$ cat src/mrt_pkg.sv
// Shared types and constants for the masked route table.
package mrt_pkg;

    localparam int ENTRIES = 16;

    typedef enum logic [1:0] {
        CMD_ADD    = 2'd0,
        CMD_DEL    = 2'd1,
        CMD_LOOKUP = 2'd2,
        CMD_CLEAR  = 2'd3
    } t_cmd;

    // Broadcast from the controller to every cell.
    typedef struct packed {
        logic        compare;   // register the per-cell hit
        logic        commit;    // apply the resolved command
        t_cmd        cmd;
        logic [63:0] new_prefix;
        logic [63:0] new_mask;
        logic [63:0] new_gateway;
        logic [63:0] new_id;
        logic [63:0] target_id;
        logic [63:0] lookup_address;
    } t_cell_ctl;

    // Priority and gateway passed from cell to cell along the row.
    typedef struct packed {
        logic        taken;
        logic [63:0] gateway;
    } t_chain;

endpackage

$ cat src/mrt_cell.sv
// One route slot: holds an entry, compares it, and passes priority to its neighbor.
module mrt_cell (
    input  logic               i_clk,
    input  logic               i_rst_n,
    input  mrt_pkg::t_cell_ctl i_ctl,
    input  mrt_pkg::t_chain    i_chain,
    output mrt_pkg::t_chain    o_chain,
    output logic               o_sel
);

    logic        r_valid;
    logic [63:0] r_id;
    logic [63:0] r_prefix;
    logic [63:0] r_mask;
    logic [63:0] r_gateway;
    logic        r_hit;
    logic        n_hit;

    always_comb begin
        case (i_ctl.cmd)
            mrt_pkg::CMD_ADD:    n_hit = !r_valid;
            mrt_pkg::CMD_DEL:    n_hit = r_valid && (r_id == i_ctl.target_id);
            mrt_pkg::CMD_LOOKUP: n_hit = r_valid &&
                                         ((i_ctl.lookup_address & r_mask) == r_prefix);
            default:             n_hit = 1'b0;
        endcase
    end

    // First hit in the row wins.
    assign o_sel           = r_hit && !i_chain.taken;
    assign o_chain.taken   = i_chain.taken || r_hit;
    assign o_chain.gateway = i_chain.gateway | (o_sel ? r_gateway : 64'd0);

    always_ff @(posedge i_clk) begin
        if (!i_rst_n) begin
            r_valid <= 1'b0;
            r_id    <= 64'd0;
            r_hit   <= 1'b0;
        end else begin
            if (i_ctl.compare) begin
                r_hit <= n_hit;
            end
            if (i_ctl.commit) begin
                if (i_ctl.cmd == mrt_pkg::CMD_CLEAR) begin
                    r_valid <= 1'b0;
                    r_id    <= 64'd0;
                end else if (o_sel && i_ctl.cmd == mrt_pkg::CMD_ADD) begin
                    r_valid <= 1'b1;
                    r_id    <= i_ctl.new_id;
                end else if (o_sel && i_ctl.cmd == mrt_pkg::CMD_DEL) begin
                    r_valid <= 1'b0;
                    r_id    <= 64'd0;
                end
            end
        end
    end

    // Entry payload, written only by a winning add.
    always_ff @(posedge i_clk) begin
        if (i_ctl.commit && o_sel && i_ctl.cmd == mrt_pkg::CMD_ADD) begin
            r_prefix  <= i_ctl.new_prefix;
            r_mask    <= i_ctl.new_mask;
            r_gateway <= i_ctl.new_gateway;
        end
    end

endmodule

$ cat config.mk
export PLATFORM = sky130hd
export DESIGN_NAME = mrt_cell
export DESIGN_NICKNAME = d
export VERILOG_FILES = /design/src/mrt_pkg.sv /design/src/mrt_cell.sv
export SDC_FILE = /design/constraint.sdc
export NUM_CORES = 1
export LEC_CHECK = 0
export BUFFER_PORTS_ARGS = -buffer_cell sky130_fd_sc_hd__buf_2
export CAP_MARGIN = 20
export CORE_AREA = 4 4 201 203
export DETAILED_ROUTE_END_ITERATION = 10
export DIE_AREA = 0 0 205 207
export GPL_TIMING_DRIVEN = 0
export PLACE_DENSITY = 0.56
export SYNTH_ARGS = -nofsm -noshare
export SYNTH_HDL_FRONTEND = slang
export SYNTH_SLANG_ARGS = --single-unit
$ cat constraint.sdc
create_clock -name i_clk -period 7.6 [get_ports i_clk]
set_clock_uncertainty 0.1 [all_clocks]
set_input_delay 0.38 -clock i_clk [delete_from_list [all_inputs] [get_ports i_clk]]
set_output_delay 0.38 -clock i_clk [all_outputs]
set_load 0.02 [all_outputs]
Word-level counts from Yosys, hierarchy flattened

Cells that the tools add are included.

Equality and inequality tests: 5
Multiplexer cells: 8
Bitwise gates (word level): 2
Reduce and logical (&&, ||, !) cells: 13

Operators with widths:

| operator                                                               | count |
|---|---|
| 64-bit 2-to-1 mux                                                      | 4 |
| 64-bit equality test                                                   | 2 |
| 64-bit AND                                                             | 1 |
| 64-bit bitwise OR                                                      | 1 |
| 1-bit logical AND                                                      | 7 |
| 2-bit equality test (second input constant)                            | 2 |
| 1-bit 2-to-1 mux                                                       | 3 |
| 1-bit case mux with 3 select lines                                     | 1 |
| 3-bit nonzero test                                                     | 1 |
| 2-bit by 1-bit equality test with 1-bit output (second input constant) | 1 |
| 1-bit zero test                                                        | 2 |
| 2-bit zero test                                                        | 1 |
| 2-bit AND reduction                                                    | 1 |
| 1-bit logical OR                                                       | 1 |

Register bits: 258
Input bits: 455
Output and inout bits: 66
Logic and storage cells: 34

Logic depth before layout (Yosys ltp)

Depth after elaboration: 6
Mapped depth: 8
Gate-level depth less buffers: 8

Worst setup path after synthesis

Ideal clock, no wire load.

Path kind: input -> register
From: in i_chain[64] (netlist bit)
To: reg r_gateway[0], enable pin
Library setup time: 0.577 ns
Arrival: 5.245 ns
Required time: 6.923 ns
Slack: 1.678 ns
Stages on the path: 3
Buffers on the path: 1
Cell sequence: nor2b_4 clkbuf_1 and3_1

Word-level cells in the longest chain between the ends: 4

Ends and longest elaborated chain:

| what                            | line           | source |
|---|---|---|
| start: declaration              | mrt_cell.sv:6  | `input mrt_pkg::t_chain i_chain,` |
| 1-bit zero test                 | mrt_cell.sv:30 | `assign o_sel = r_hit && !i_chain.taken;` |
| 1-bit logical AND               | mrt_cell.sv:30 |  |
| 1-bit logical AND (2 in series) | mrt_cell.sv:60 | `if (i_ctl.commit && o_sel && i_ctl.cmd == mrt_pkg::CMD_ADD) begin` |
| end signal: assignment          | mrt_cell.sv:63 | `r_gateway <= i_ctl.new_gateway;` |
| end: declaration                | mrt_cell.sv:15 | `logic [63:0] r_gateway;` |

No other way between the ends.
A chain may end at the register's enable or synchronous reset.

==> flow_summary.ini <==
[status]
status = finished clean

[routing]
detail_route.wirelength_um = 38700
final_antenna_net_count = 0
detailed_routing_iterations_pass_1 = 5
number_of_vias_after_detailed_routing = 8978
drt-wirelength-per-cell_um = 18.5
remaining_drc_errors = 0
number_of_drc_markers_after_the_initial_detailed_route_iteration = 426
vias_per_cell = 4.30

[timing]
timing_max_transition_violations_final = 0
final_min_period_over_clock_period_pct = 41.0
maxClockFrequency_ghz = 0.321
slew_headroom_pct = 49.4
tightestPinTransition_ns = 0.759
fin_crit_ns = 3.12
final_hold_viol_count = 0
rsz0062_at_grt = no
setup-violations-final = 0

[synthesis]
post_synth_inst_count = 736
avgSynthCellArea_um2 = 14.1
ys_seq_elements = 258
netlist_top_cells_area = edfxtp_1 (56%), dfxtp_1 (13%), xor2_1 (8.5%), a21o_1 (4.6%), a22oi_1 (4.6%)
synth-xor-area-share_pct = 10.8
netlist-cell-type-count = 30
synth_area_in_compound_gates_pct = 9.49
synth_nets = 1194
yosysTopAreaCellShare_pct = 55.5
ys.warnings.count = 0
synth_top_family_by_area = XOR/XNOR gates
synth_fa_ha_area_share_pct = 0.362
synthDominantAreaCellType = edfxtp_1
synth.yosys.seq_area_share_pct = 68.3
area_fraction_in_and_or_nand_and_nor_cells_after_synthesis_pct = 9.57
yosys-mux-area-fraction_pct = 0.108
synth_area_mm2 = 0.0104

[finish]
final_util_pct = 44.8
area_growth_syn_to_layout_pct = 66.2
fin_nets = 2002
most-common-layout-cells = buf_2 (528), dlygate4sd3_1 (253), edfxtp_1 (192), xor2_1 (101)
final_common_cell = buf_2
final_layout_size_suffix_gt1_share_pct = 37.3
layout.cell_area.non_filler_mm2 = 0.0172
layout.filler_cells = 3592
finalNonFillerCells = 2090

[grt]
overflow = 0
grt_max_degree = 66
first_global_vias = 9942
grt_antenna_before_repair = 14
globalRouteTotalUtil_pct = 17.2
global_route_wire_length_before_repair_um = 56600

[floorplanning]
effective_utilization_at_floorplan_pct = 27.0
dieWidth_um = 205
std_cell_rows = 72
fp.dieH_um = 207
std_cell_core_area_mm2 = 0.0385
dieArea_mm2 = 0.0424
ioPinCount = 521

[setup_path]
crit-reg2reg-launch = r_hit
critical-path-max-stage-delay_ns = 0.60
critical_path.n_buffers_inverters = 3
cp.required_ns = 7.12
critical_path_class = flop to output port
crit_start = r_hit
crit_family = buffers and inverters
cp-start-kind = flop
crit_chain = nor2b_4, clkbuf_1, clkbuf_1, a21o_1, buf_2
crit_path_max_fanout = 10
cp_data_arrival_time_ns = 2.64
worst_path_most_repeated_cell = clkbuf_1
crit_slowest_cell = clkbuf_1
worstSetupEndpointType = output port

[hold_path]
timing.hold.worst.class = input pin to flop
holdCritStartpoint = i_ctl[135]

[clock_network]
clock_tree.htree_level_count = 1
numClockSinks = 258
postCtsSetupBuffers = 0
clock_tree.root_cell = clkbuf_16
clock_tree.buffer_depth = 3
cts.reportedPaths.clkPinSlew_ns = 0.06
tritoncts = done
clk-insertion-delay-late_ns = 0.57
cts_inserted_buffers = 30

[power_and_ir_drop]
cell_internal_power_w = 0.00259
vdd_ir_drop_max_uv = 179
seqPwrFrac_pct = 45.6
comb_power_share_pct = 10.8
power_switching_w = 0.000730
power.clock.fraction_pct = 43.6
swShare_pct = 22.0
overall_power_after_layout_w = 0.00332
power_per_cell_area_mw_per_mm2 = 193
cellLeakagePower_nw = 7.29

[place]
dp.final_hpwl_um = 28600
post_dp_cell_area_mm2 = 0.0137
dp.cells = 1777
io_buffer_count = 520
globalplace.congestion = 0.814

[job]
cap_violations = 0
[routing by layer]
layer	share of wire [%]	vias up	wire length, um	GRT usage, %
met4	2.5	16	954	4.97
li1	-	4317	-	-
met3	7.7	76	2980	4.86
met2	52	359	20300	32.1
met1	37	4210	14400	18.7
met5	0.28	-	107	0
[state kept, by name (all words and copies together) (netlist names)]
| signal | cells |
|---|---|
| r_gateway | 64 |
| r_hit | 1 |
| r_id | 64 |
| r_mask | 64 |
| r_prefix | 64 |
| r_valid | 1 |
[layout make-up]
| type | instances | area [um2] | share of cell area, % |
|---|---|---|---|
| repair buffers | 776 | 5220 | 30.3 |
| inverters | 2 | 7.51 | 0.0435 |
| diodes | 5 | 12.5 | 0.0725 |
| well taps | 518 | 648 | 3.76 |
| plain buffers | 28 | 138 | 0.798 |
| clock inverters | 17 | 203 | 1.18 |
| multi-input cells | 448 | 3150 | 18.3 |
| clock buffers | 38 | 781 | 4.53 |
| flip-flops and latches | 258 | 7090 | 41.1 |
[Yosys cell counts (all sizes together)]
cell type    n
nor3b        1
nor2b       67
o21a         1
buf         15
a21oi        1
o21ai        1
or2          1
nand2       67
nor3         4
clkbuf      13
a22oi       64
a21o        64
a31oi        1
inv          2
ha           3
xor2       101
xnor2       27
nand3        4
mux2         1
edfxtp     192
nand4       21
nor4        17
dfxtp       66
and3         1
nor4bb       1
[power by group through the flow]
stage / Combinational (W) / Sequential, W / Clock, W
after floorplan: 0.0000844 / 0.00155 / 0
after global placement: 0.000245 / 0.00155 / 0
after detailed placement: 0.000248 / 0.00154 / 0
after CTS: 0.000356 / 0.00151 / 0.00148
after global routing: 0.000383 / 0.00151 / 0.00154
final: 0.000358 / 0.00152 / 0.00145
[through the flow]
step | hold WS (ns) | setup slack [ns] | TNS [ns]
6_report | 0.0263 | 4.48 | 0
5_1_grt | 0.0343 | 4.31 | 0
3_3_place_gp | 0.428 | -1.11 | -209.54
3_5_place_dp | 0.434 | 4.71 | 0
2_1_floorplan | 0.379 | 1.68 | 0
4_1_cts | 0.00419 | 4.39 | 0
[worst paths after layout]
path / cells after the start / end / slack (ns)
min reg2reg: 2 / r_valid / 0.45
min: 3 / r_id[7] / 0.03
max: 5 / o_chain[30] / 4.48
max reg2reg: 5 / r_prefix[12] / 4.85
[tightest hold or removal path, stage by stage]
cell and delay [ns]:
buf_2 0.09, a22oi_1 0.07, nor2b_1 0.10
[logic make-up (layout without fill, tap and decap cells)]
family,count (synthesis),count (layout)
flip-flops,258,258
AND/OR/NAND/NOR,184,184
AO/OA/AOI/OAI,132,132
XOR/XNOR,128,128
buffers and inverters,30,861
adder cells (fa/ha/maj),3,3
multiplexers,1,1
other,0,5
[repair_timing]
item                       4_1_cts  5_1_grt
hold endpoints to repair       253        0
setup endpoints to repair        0        0
gates resized for setup          0        0
hold buffers                   253        0
Power figures use the tool's default switching activity.
